File: config.mk
export PLATFORM = sky130hd
export DESIGN_NAME = delimited_frame_receiver_core
export DESIGN_NICKNAME = d
export VERILOG_FILES = /design/src/hw/rtl/dfr_pkg.sv /design/src/hw/rtl/delimited_frame_receiver_core.sv /design/src/hw/rtl/dfr_ctrl.sv /design/src/hw/rtl/dfr_datapath.sv
export SDC_FILE = /design/constraint.sdc
export NUM_CORES = 1
export LEC_CHECK = 0
export ABC_AREA = 1
export BUFFER_PORTS_ARGS = -buffer_cell sky130_fd_sc_hd__buf_2
export CAP_MARGIN = 20
export CORE_AREA = 2 2 160 162
export DETAILED_ROUTE_END_ITERATION = 10
export DIE_AREA = 0 0 162 164
export GPL_TIMING_DRIVEN = 0
export HOLD_SLACK_MARGIN = 0.06
export PLACE_DENSITY_LB_ADDON = 0.05
export SETUP_SLACK_MARGIN = 0.15
export SYNTH_ARGS = -nofsm -noshare
export SYNTH_HDL_FRONTEND = slang
export SYNTH_SLANG_ARGS = --single-unit
File: constraint.sdc
create_clock -name aclk -period 3.2 [get_ports aclk]
set_input_delay 0.16 -clock aclk [delete_from_list [all_inputs] [get_ports aclk]]
set_output_delay 0.16 -clock aclk [all_outputs]
set_load 0.01 [all_outputs]
File: src/hw/rtl/dfr_pkg.sv
// Shared types and constants for the delimited frame receiver.
// Holds the beat structs, state enum, register map and controller/datapath links.
// No dependencies.
`timescale 1ns / 1ps

package dfr_pkg;

    localparam int BUFFER_DEPTH_DEF = 32;
    localparam int STORE_SLOTS      = 32;

    localparam logic [7:0] START_BYTE_RST      = 8'd2;
    localparam logic [7:0] END_BYTE_RST        = 8'd3;
    localparam logic [7:0] TIMEOUT_TICKS_RST   = 8'd50;
    localparam logic [4:0] LENGTH_POSITION_RST = 5'd5;
    localparam logic [5:0] LENGTH_OVERHEAD_RST = 6'd8;

    localparam int CFG_INDEX_W = 3;

    typedef enum logic [0:0] {
        OP_BYTE = 1'b0,
        OP_TICK = 1'b1
    } opcode_t;

    typedef enum logic [CFG_INDEX_W-1:0] {
        CFG_START_BYTE      = 3'd0,
        CFG_END_BYTE        = 3'd1,
        CFG_TIMEOUT_TICKS   = 3'd2,
        CFG_LENGTH_POSITION = 3'd3,
        CFG_LENGTH_OVERHEAD = 3'd4
    } cfg_index_t;

    typedef enum logic [2:0] {
        ST_IDLE,
        ST_CHECK_RD,
        ST_CHECK,
        ST_EMIT_RD,
        ST_EMIT_LD
    } state_t;

    typedef struct packed {
        logic [0:0] opcode;
        logic [7:0] rx_byte;
    } in_item_t;

    typedef struct packed {
        logic [7:0] frame_byte;
        logic [4:0] byte_index;
        logic       last_byte;
    } out_item_t;

    typedef struct packed {
        logic accept;
        logic chk_rd;
        logic emit_start;
        logic emit_rd;
        logic emit_load;
        logic finish;
    } dp_cmd_t;

    typedef struct packed {
        logic end_hit;
        logic frame_ok;
        logic emit_last;
        logic out_free;
    } dp_status_t;

endpackage

File: src/hw/rtl/delimited_frame_receiver_core.sv
// Top level of the delimited frame receiver: controller plus datapath.
// Depends on dfr_pkg, dfr_ctrl and dfr_datapath.
//
//  channel  ports                                   beat
//  input    s_valid s_ready s_data                  opcode, rx_byte
//  result   m_valid m_ready m_data                  frame_byte, byte_index, last_byte
//  config   cfg_valid cfg_ready cfg_index cfg_data  register write
//
// A tick or an ordinary byte is accepted in the idle state; an end byte is stored, then
// the length byte is read through the single frame store read port, then compared.
// A completed frame is emitted byte by byte through that same read port and the output register.
// Reset is synchronous, active low; the store needs no clearing pass.
// m_ready low holds the output register; the input stalls during the length
// check and during emission.
`timescale 1ns / 1ps

module delimited_frame_receiver_core #(
    parameter int BUFFER_DEPTH = dfr_pkg::BUFFER_DEPTH_DEF
) (
    input  logic                            aclk,
    input  logic                            aresetn,
    input  logic                            s_valid,
    output logic                            s_ready,
    input  dfr_pkg::in_item_t               s_data,
    output logic                            m_valid,
    input  logic                            m_ready,
    output dfr_pkg::out_item_t              m_data,
    input  logic                            cfg_valid,
    output logic                            cfg_ready,
    input  logic [dfr_pkg::CFG_INDEX_W-1:0] cfg_index,
    input  logic [7:0]                      cfg_data
);

    dfr_pkg::dp_cmd_t    cmd;
    dfr_pkg::dp_status_t status;

    dfr_ctrl u_ctrl (
        .aclk    (aclk),
        .aresetn (aresetn),
        .s_valid (s_valid),
        .s_ready (s_ready),
        .status  (status),
        .cmd     (cmd)
    );

    dfr_datapath #(
        .BUFFER_DEPTH (BUFFER_DEPTH)
    ) u_datapath (
        .aclk      (aclk),
        .aresetn   (aresetn),
        .s_data    (s_data),
        .cfg_valid (cfg_valid),
        .cfg_ready (cfg_ready),
        .cfg_index (cfg_index),
        .cfg_data  (cfg_data),
        .m_valid   (m_valid),
        .m_ready   (m_ready),
        .m_data    (m_data),
        .cmd       (cmd),
        .status    (status)
    );

endmodule

File: src/hw/rtl/dfr_ctrl.sv
// Controller for the delimited frame receiver: sequences store, length check and emission.
// Depends on dfr_pkg.
`timescale 1ns / 1ps

module dfr_ctrl (
    input  logic                aclk,
    input  logic                aresetn,
    input  logic                s_valid,
    output logic                s_ready,
    input  dfr_pkg::dp_status_t status,
    output dfr_pkg::dp_cmd_t    cmd
);

    dfr_pkg::state_t state_reg;
    dfr_pkg::state_t state_next;

    always_ff @(posedge aclk) begin
        if (!aresetn) begin
            state_reg <= dfr_pkg::ST_IDLE;
        end else begin
            state_reg <= state_next;
        end
    end

    always_comb begin
        state_next = state_reg;
        case (state_reg)
            dfr_pkg::ST_IDLE: begin
                if (s_valid && status.end_hit) begin
                    state_next = dfr_pkg::ST_CHECK_RD;
                end
            end
            dfr_pkg::ST_CHECK_RD: begin
                state_next = dfr_pkg::ST_CHECK;
            end
            dfr_pkg::ST_CHECK: begin
                state_next = status.frame_ok ? dfr_pkg::ST_EMIT_RD : dfr_pkg::ST_IDLE;
            end
            dfr_pkg::ST_EMIT_RD: begin
                state_next = dfr_pkg::ST_EMIT_LD;
            end
            dfr_pkg::ST_EMIT_LD: begin
                if (status.out_free) begin
                    state_next = status.emit_last ? dfr_pkg::ST_IDLE : dfr_pkg::ST_EMIT_RD;
                end
            end
            default: begin
                state_next = dfr_pkg::ST_IDLE;
            end
        endcase
    end

    always_comb begin
        s_ready = 1'b0;
        cmd     = '0;
        case (state_reg)
            dfr_pkg::ST_IDLE: begin
                s_ready    = 1'b1;
                cmd.accept = s_valid;
            end
            dfr_pkg::ST_CHECK_RD: begin
                cmd.chk_rd = 1'b1;
            end
            dfr_pkg::ST_CHECK: begin
                cmd.emit_start = 1'b1;
            end
            dfr_pkg::ST_EMIT_RD: begin
                cmd.emit_rd = 1'b1;
            end
            dfr_pkg::ST_EMIT_LD: begin
                cmd.emit_load = status.out_free;
                cmd.finish    = status.out_free && status.emit_last;
            end
            default: begin
                cmd = '0;
            end
        endcase
    end

endmodule

File: src/hw/rtl/dfr_datapath.sv
// Datapath for the delimited frame receiver: config registers, counters,
// frame store and output register. Depends on dfr_pkg.
`timescale 1ns / 1ps

module dfr_datapath #(
    parameter int BUFFER_DEPTH = dfr_pkg::BUFFER_DEPTH_DEF
) (
    input  logic                                aclk,
    input  logic                                aresetn,
    input  dfr_pkg::in_item_t                   s_data,
    input  logic                                cfg_valid,
    output logic                                cfg_ready,
    input  logic [dfr_pkg::CFG_INDEX_W-1:0]     cfg_index,
    input  logic [7:0]                          cfg_data,
    output logic                                m_valid,
    input  logic                                m_ready,
    output dfr_pkg::out_item_t                  m_data,
    input  dfr_pkg::dp_cmd_t                    cmd,
    output dfr_pkg::dp_status_t                 status
);

    localparam int CAP   = (BUFFER_DEPTH < dfr_pkg::STORE_SLOTS) ?
                           BUFFER_DEPTH : dfr_pkg::STORE_SLOTS;
    localparam int IDX_W = $clog2(CAP);
    localparam int CNT_W = $clog2(CAP + 1);

    logic [7:0] start_byte_reg;
    logic [7:0] end_byte_reg;
    logic [7:0] timeout_ticks_reg;
    logic [4:0] length_position_reg;
    logic [5:0] length_overhead_reg;

    logic             receiving_reg, receiving_next;
    logic [CNT_W-1:0] count_reg, count_next;
    logic [7:0]       tick_reg, tick_next;
    logic [IDX_W-1:0] emit_idx_reg;
    logic [7:0]       rd_data_reg;
    logic [7:0]       store_mem [CAP];

    logic               out_valid_reg;
    dfr_pkg::out_item_t out_data_reg;

    logic             is_byte;
    logic             take_byte;
    logic             overflow;
    logic             store_wr;
    logic [7:0]       tick_inc;
    logic [IDX_W-1:0] rd_addr;
    logic [5:0]       count_ext;
    logic [5:0]       len_expect;
    logic [7:0]       len_byte;

    assign cfg_ready = 1'b1;

    always_ff @(posedge aclk) begin
        if (!aresetn) begin
            start_byte_reg      <= dfr_pkg::START_BYTE_RST;
            end_byte_reg        <= dfr_pkg::END_BYTE_RST;
            timeout_ticks_reg   <= dfr_pkg::TIMEOUT_TICKS_RST;
            length_position_reg <= dfr_pkg::LENGTH_POSITION_RST;
            length_overhead_reg <= dfr_pkg::LENGTH_OVERHEAD_RST;
        end else if (cfg_valid) begin
            case (cfg_index)
                dfr_pkg::CFG_START_BYTE:      start_byte_reg      <= cfg_data;
                dfr_pkg::CFG_END_BYTE:        end_byte_reg        <= cfg_data;
                dfr_pkg::CFG_TIMEOUT_TICKS:   timeout_ticks_reg   <= cfg_data;
                dfr_pkg::CFG_LENGTH_POSITION: length_position_reg <= cfg_data[4:0];
                dfr_pkg::CFG_LENGTH_OVERHEAD: length_overhead_reg <= cfg_data[5:0];
                default: begin
                end
            endcase
        end
    end

    assign is_byte   = (s_data.opcode == dfr_pkg::OP_BYTE);
    assign take_byte = is_byte && (receiving_reg || (s_data.rx_byte == start_byte_reg));
    assign overflow  = (count_reg >= CNT_W'(CAP));
    assign store_wr  = cmd.accept && take_byte && !overflow;
    assign tick_inc  = tick_reg + 8'd1;

    always_comb begin
        receiving_next = receiving_reg;
        count_next     = count_reg;
        tick_next      = tick_reg;
        if (cmd.finish) begin
            receiving_next = 1'b0;
            count_next     = '0;
            tick_next      = '0;
        end else if (cmd.accept) begin
            if (!is_byte) begin
                if (tick_reg != 8'd0) begin
                    tick_next = tick_inc;
                    if (tick_inc > timeout_ticks_reg) begin
                        receiving_next = 1'b0;
                        count_next     = '0;
                        tick_next      = '0;
                    end
                end
            end else if (take_byte) begin
                if (overflow) begin
                    receiving_next = 1'b0;
                    count_next     = '0;
                    tick_next      = '0;
                end else begin
                    receiving_next = 1'b1;
                    count_next     = count_reg + CNT_W'(1);
                    if (!receiving_reg) begin
                        tick_next = 8'd1;
                    end
                end
            end
        end
    end

    always_ff @(posedge aclk) begin
        if (!aresetn) begin
            receiving_reg <= 1'b0;
            count_reg     <= '0;
            tick_reg      <= '0;
        end else begin
            receiving_reg <= receiving_next;
            count_reg     <= count_next;
            tick_reg      <= tick_next;
        end
    end

    assign rd_addr = cmd.chk_rd ? length_position_reg[IDX_W-1:0] : emit_idx_reg;

    always_ff @(posedge aclk) begin
        if (store_wr) begin
            store_mem[count_reg[IDX_W-1:0]] <= s_data.rx_byte;
        end
        if (cmd.chk_rd || cmd.emit_rd) begin
            rd_data_reg <= store_mem[rd_addr];
        end
    end

    always_ff @(posedge aclk) begin
        if (cmd.emit_start) begin
            emit_idx_reg <= '0;
        end else if (cmd.emit_load) begin
            emit_idx_reg <= emit_idx_reg + IDX_W'(1);
        end
    end

    // length byte not yet received reads as zero
    assign count_ext  = 6'(count_reg);
    assign len_expect = count_ext - length_overhead_reg;
    assign len_byte   = ({1'b0, length_position_reg} < count_ext) ? rd_data_reg : 8'd0;

    assign status.end_hit   = take_byte && !overflow && (s_data.rx_byte == end_byte_reg);
    assign status.frame_ok  = (count_ext >= length_overhead_reg) &&
                              (len_byte == {2'b00, len_expect});
    assign status.emit_last = ({1'b0, emit_idx_reg} == (count_reg - CNT_W'(1)));
    assign status.out_free  = !out_valid_reg || m_ready;

    always_ff @(posedge aclk) begin
        if (!aresetn) begin
            out_valid_reg <= 1'b0;
        end else if (cmd.emit_load) begin
            out_valid_reg <= 1'b1;
        end else if (m_ready) begin
            out_valid_reg <= 1'b0;
        end
    end

    always_ff @(posedge aclk) begin
        if (cmd.emit_load) begin
            out_data_reg.frame_byte <= rd_data_reg;
            out_data_reg.byte_index <= 5'(emit_idx_reg);
            out_data_reg.last_byte  <= status.emit_last;
        end
    end

    assign m_valid = out_valid_reg;
    assign m_data  = out_data_reg;

endmodule

# [Word level (Yosys, flattened, before mapping)]
# Memory sizes are Yosys's and may differ from the RTL's. A register that Yosys moved wholly into a read port is not among the register bits.
# Cells that the tools add are included.
[op_classes] n_reduce_logical=27 bitwise_logic=2 muxes=33 order_cmp=4 add_sub_neg=5 eq_ne=17
[ops] cell="$mux W8" n=7
[ops] cell="$mux W6" n=5
[ops] cell="$eq A8 B8 Y1" n=2
[ops] cell="$pmux W3 S5" n=1
[ops] cell="$mux W1" n=14
[ops] cell="$eq A3 B2 Y1 const B" n=4
[ops] cell="$reduce_and A2 Y1" n=6
[ops] cell="$add A8 B1 Y8 const B" n=1
[ops] cell="$eq A8 B6 Y1" n=1
[ops] cell="$gt A8 B8 Y1" n=1
[ops] cell="$logic_and A1 B1 Y1" n=8
[ops] cell="$ne A2 B1 Y1 const B" n=4
[ops] cell="$reduce_and A4 Y1" n=2
[ops] cell="$reduce_bool A8 Y1" n=1
[ops] cell="$add A6 B1 Y6 const B" n=1
[ops] cell="$eq A3 B1 Y1 const B" n=2
[ops] cell="$eq A3 B3 Y1 const B" n=2
[ops] cell="$eq A5 B6 Y1" n=1
[ops] cell="$ge A6 B6 Y1" n=1
[ops] cell="$ge A6 B6 Y1 const B" n=1
[ops] cell="$logic_not A3 Y1" n=2
[ops] cell="$lt A5 B6 Y1" n=1
[ops] cell="$mux W2" n=3
[ops] cell="$mux W3" n=2
[ops] cell="10 further kinds" n=15
[totals] elab_cells=103 ram_bits=256 regBits=73 inputBits=25 n_memories=1
[mem_list] name="u_datapath.store_mem" depth=32 word_bits=8 read_ports=1 rd_ports_with_merged_regs=1 write_ports=1 line_no="dfr_datapath.sv:38" text="logic [7:0] store_mem [CAP];"

# [Longest topological paths before layout]
[logic_depth] word_depth=8 depth_mapped=17 mapped_depth_nobuf=16

# [Modules after synthesis]
# Synthesis repeated with hierarchy kept, for this count alone.
[unflattened] cells_unflattened=1504 hier_area_um2=15088.2
[by_module_without_submodules] mod="dfr_datapath" area_each_um2=14878.0 seq_area_each_um2=9469.1 cells_per_inst=1468 instances=1
[by_module_without_submodules] mod="dfr_ctrl" area_each_um2=210.2 seq_area_each_um2=60.1 cells_per_inst=36 instances=1

# [Least setup slack after synthesis]
# OpenSTA, ideal clock, no wires.
[synth_path] kind="register to register" startpoint="register u_datapath.tick_reg[0]" endpoint="register u_datapath.count_reg[2] (netlist: u_datapath.count_ext[2])" stages_incl_launch_ff=16 path_slack_ns=0.548 t_required_ns=3.078 arrival_time_ns=2.530 cell_sequence="dfxtp_1 -> inv_1 -> nor3_1 -> nand3_1 -> nor2_1 -> nand2_1 -> xor2_1 -> inv_1 -> ha_1 -> nand2_1 -> o21ai_0 -> a21oi_1 -> o21ai_1 -> nand2_1 -> o21ai_0 -> a21oi_1"
[synth_via] elab_chain_cells=4 word_cells_on_any_way=6
[synth_rtl] item="start: declaration" line_no="dfr_datapath.sv:35" text="logic [7:0] tick_reg, tick_next;"
[synth_rtl] item="start signal: assignment" line_no="dfr_datapath.sv:123" text="tick_reg <= tick_next;"
[synth_rtl] item="$add A8 B1 Y8" line_no="dfr_datapath.sv:79" text="assign tick_inc = tick_reg + 8'd1;"
[synth_rtl] item="$gt A8 B8 Y1" line_no="dfr_datapath.sv:93" text="if (tick_inc > timeout_ticks_reg) begin"
[synth_rtl] item="$ne A2 B1 Y1 (no source line)"
[synth_rtl] item="$reduce_and A4 Y1 (no source line) *"
[synth_rtl] item="end signal: assignment" line_no="dfr_datapath.sv:122" text="count_reg <= count_next;"
[synth_rtl] item="end: declaration" line_no="dfr_datapath.sv:34" text="logic [CNT_W-1:0] count_reg, count_next;"
# Every way passes the cells marked *; elsewhere a longest branch is shown, timed or not.
# A chain may end at the register's enable or synchronous reset.

# [Final worst setup path]
[layout_path] startpoint="register u_ctrl.state_reg[0]" endpoint="memory u_datapath.store_mem[8][4], enable pin"
[layout_via] elab_chain_cells=6
[layout_rtl] item="start: declaration" line_no="dfr_ctrl.sv:14" text="dfr_pkg::state_t state_reg;"
[layout_rtl] item="start signal: assignment" line_no="dfr_ctrl.sv:19" text="state_reg <= dfr_pkg::ST_IDLE;"
[layout_rtl] item="start signal: assignment" line_no="dfr_ctrl.sv:21" text="state_reg <= state_next;"
[layout_rtl] item="$logic_not A3 Y1" line_no="dfr_ctrl.sv:56" text="case (state_reg)"
[layout_rtl] item="$mux W1" line_no="dfr_ctrl.sv:56"
[layout_rtl] item="$logic_and A1 B1 Y1 (2 in series)" line_no="dfr_datapath.sv:78" text="assign store_wr = cmd.accept && take_byte && !overflow;"
[layout_rtl] item="$mux W1" line_no="dfr_datapath.sv:130" text="if (store_wr) begin"
[layout_rtl] item="$mux W1 (not written as such)" line_no="dfr_datapath.sv:131" text="store_mem[count_reg[IDX_W-1:0]] <= s_data.rx_byte;"
[layout_rtl] item="end: declaration" line_no="dfr_datapath.sv:38"
# Every way passes these cells.

==> out/summary.txt <==
=====================================================================================
Dominant synthesized flop cell ......................................... sky130_fd_sc_hd__edfxtp_1
Yosys warnings .........................................................            0
Sink count of the clock tree ...........................................          337
Post-layout util .......................................................        67.2%
Number of detailed-routing iterations run before antenna repair ........            5
Number of flops mapped to enable cells by yosys ........................          278
Launch point of the worst reg-to-reg path .............................. u_ctrl.state_reg[0]
Worst R2R End .......................................................... u_datapath.store_mem[8][4]
Clock latency of the later-clocked register in the worst-skew pair .....      0.51 ns
Startpoint of the most critical setup path ............................. u_ctrl.state_reg[0]
Number of global-route vias before repair ..............................       10,100
Top-level port count ...................................................           42
Overall via count from detail_route ....................................       10,800
Layout overhead on the synthesized area ................................        13.3%
Peak fanout along the critical path ....................................           10
Relative max-transition margin .........................................        33.3%
Deepest level of the CTS H-tree ........................................            2
Kind of end point of the critical path .................................    flip-flop
Count of max-cap constraint violations .................................            0
CP Class ...............................................................   reg -> reg
Post-Synthesis Mean Instance Area ......................................     10.6 µm²
Leftover overflow at the end of global routing .........................            0
DIE WIDTH ..............................................................       162 µm
Worst-case reg-to-reg path depth .......................................            9
Post-detailed-route via-to-cell ratio ..................................         5.86
Most common cell after layout, fill and taps aside ..................... sky130_fd_sc_hd__nor2_1
Share of layout cells above drive strength 1 ...........................        10.6%
Initial Utilization ....................................................        59.3%
Leakage power of the design ............................................   0.00609 µW
Class of the tightest hold or removal check ............................    in -> reg
Global router's overall resource usage .................................        28.8%
Maximum number of pins on one net before global-route repair ...........           36
Antenna diode count ....................................................            0
Clock-pin slew of the registers on the worst-case setup and hold paths .      0.06 ns
Final number of setup-violating endpoints ..............................            0
Number of rows in the core area ........................................           58
Unique masters post-synth ..............................................           38
Flip-flop and latch count after synthesis ..............................          337
Sequential cell area fraction in the yosys report ......................        64.8%
Smallest hold slack ....................................................    0.0979 ns
Maximum frequency from static timing analysis ..........................      342 MHz
Total Negative Setup Slacks ............................................         0 ns
Floorplan die height ...................................................       164 µm
Share of flip-flops with an asynchronous set or reset after synthesis ..           0%
Worst vdd ir ...........................................................     0.508 mV
Tightest Pin Transition ................................................     0.993 ns
Status .................................................................    completed
Number of pins exceeding their max-slew limit in the final report ......            0
RePlAce Congestion .....................................................        0.888
Residual DRC ...........................................................            0
Input/output buffers ...................................................           40
Clk_skew ...............................................................    0.0118 ns
Slack of the worst reg-to-reg path .....................................      0.28 ns
Startpoint type of the worst setup path ................................    flip-flop
Number of nets in the layout ...........................................        1,531
Cell Pwr Density .......................................................   581 nW/µm²
Hold path startpoint ...................................................      s_valid
Die ar. ................................................................   26,600 µm²
Req. time, crit path ...................................................      3.34 ns
Worst hold path stage count ............................................            5
Wire length per cell ...................................................      20.5 µm
Fill cells .............................................................        1,937
Half-perimeter wire length of the detailed placement result ............    24,900 µm
Initial antenna violation count ........................................            0
DRC marker count from the first detailed-route iteration ...............        1,206
Cell at the root of the clock tree ..................................... sky130_fd_sc_hd__clkbuf_16
Antenna Nets Post-Route ................................................            0
Number of clock buffers inserted by TritonCTS ..........................           35
Setup repair after global routing missed its margin ....................          yes
Arrival time at the worst endpoint .....................................      3.06 ns
Routed Wire Length .....................................................    37,600 µm
Post-Syn Area ..........................................................   14,700 µm²
Number of standard cells after synthesis ...............................        1,390
Part of the cycle the worst path needs .................................        91.3%
Wire length of the first global-routing pass ...........................    57,500 µm
Core Area ..............................................................   24,800 µm²
Maximum count of clock buffers along a single path .....................            3
TritonCTS clock tree ...................................................         done
Final hold violations ..................................................            0
Worst hold path endpoint ............................................... u_datapath.receiving_reg
Time the final worst path needs with I/O delays and setup ..............      2.92 ns
Max reg flops ..........................................................          256
Power after layout .....................................................      9690 µW
Commonest cells after routing, fill and taps aside ..................... sky130_fd_sc_hd__nor2_1 (294), sky130_fd_sc_hd__edfxtp_1 (278), sky130_fd_sc_hd__nand2_1 (153)
Synthesized Nets .......................................................        1,441
=====================================================================================
## worst max-delay path, stage by stage (launching register included)
cell and delay, ns:
sky130_fd_sc_hd__dfxtp_1 0.33, sky130_fd_sc_hd__nor2_1 0.16, sky130_fd_sc_hd__inv_1 0.08, sky130_fd_sc_hd__nor2_1 0.37, sky130_fd_sc_hd__nand2_1 0.10, sky130_fd_sc_hd__clkinv_1 0.07
sky130_fd_sc_hd__nand2_1 0.07, sky130_fd_sc_hd__clkinv_1 0.17, sky130_fd_sc_hd__nand2_1 0.46, sky130_fd_sc_hd__nor2_1 0.73
## cells in the mapped netlist, types with 3 or more instances
cell | instances | area share (%)
sky130_fd_sc_hd__nand3_1 | 69 | 2.3
sky130_fd_sc_hd__nor2_1 | 298 | 7.6
sky130_fd_sc_hd__inv_2 | 6 | 0.15
sky130_fd_sc_hd__xnor2_1 | 12 | 0.71
sky130_fd_sc_hd__inv_1 | 90 | 2.3
sky130_fd_sc_hd__xor2_1 | 12 | 0.71
sky130_fd_sc_hd__nand4_1 | 7 | 0.30
sky130_fd_sc_hd__edfxtp_1 | 278 | 57
sky130_fd_sc_hd__nand2_1 | 154 | 3.9
sky130_fd_sc_hd__o211ai_1 | 69 | 3.5
sky130_fd_sc_hd__buf_6 | 8 | 0.61
sky130_fd_sc_hd__o21ai_2 | 4 | 0.24
sky130_fd_sc_hd__clkbuf_1 | 12 | 0.31
sky130_fd_sc_hd__buf_4 | 8 | 0.41
sky130_fd_sc_hd__or2_1 | 3 | 0.13
sky130_fd_sc_hd__buf_2 | 30 | 1.0
sky130_fd_sc_hd__dfxtp_1 | 59 | 8.0
sky130_fd_sc_hd__o21ai_0 | 120 | 4.1
sky130_fd_sc_hd__o21ai_1 | 57 | 1.9
sky130_fd_sc_hd__nor3_1 | 8 | 0.27
sky130_fd_sc_hd__a21oi_1 | 41 | 1.4
sky130_fd_sc_hd__ha_1 | 25 | 2.1
## logic make-up after synthesis
| family | Yosys count | synth area share, % |
|---|---|---|
| AND/OR/NAND/NOR | 550 | 15.3 |
| flip-flops | 337 | 64.8 |
| AO/OA/AOI/OAI | 295 | 11.4 |
| buffers and inverters | 157 | 4.88 |
| adder cells (fa/ha/maj) | 26 | 2.26 |
| XOR/XNOR | 24 | 1.43 |
| other | 1 | 0.0255 |
## through the flow
step,instance area (µm²),worst slack [ns],cells
after floorplan,14700,0.548,1390
after global placement,15300,-0.167,1760
after detailed placement,15300,-0.197,1760
after CTS,16700,0.245,1834
after global routing,16700,0.0989,1834
final,16700,0.280,1834
## area by class of cell
type                    instances  area [µm²]  area share (%)
clock buffers                  48         997            5.98
inverters                      98         368            2.21
plain buffers                  59         350            2.10
flip-flops and latches        337        9530            57.2
well taps                     330         413            2.48
repair buffers                 53         330            1.98
multi-input cells             896        4500            27.0
clock inverters                13         188            1.13
## worst max-delay path by stage
stage          slack [ns]                     endpoint
2_1_floorplan        0.55      u_datapath.count_ext[2]
3_3_place_gp        -0.17  u_datapath.store_mem[28][2]
3_5_place_dp        -0.20  u_datapath.store_mem[29][2]
4_1_cts              0.25      u_datapath.count_ext[2]
5_1_grt               0.1      u_datapath.count_ext[2]
6_report             0.28   u_datapath.store_mem[8][4]
## routing by layer
metal,up-vias,wire length (µm),global-route usage [%]
li1,5023,-,-
met3,78,3190,3.94
met2,471,17100,45.0
met5,-,0,0
met4,0,1100,9.86
met1,5183,16200,42.0
## report_power, final
part	leakage, µW	switching [µW]	internal (µW)	total (µW)
registers	0.00299	18.3	4760	4780
logic	0.00252	472	204	676
clock network	0.000576	1650	2580	4230
total	0.00609	2140	7550	9690
## what timing repair did
action                                  4_1_cts  5_1_grt
hold buffers                                 13        0
gates resized for setup                       2        6
setup buffers                                 0        0
endpoints found under the hold margin        32        0
endpoints found under the setup margin        7       45
Power figures use the tool's default switching activity.
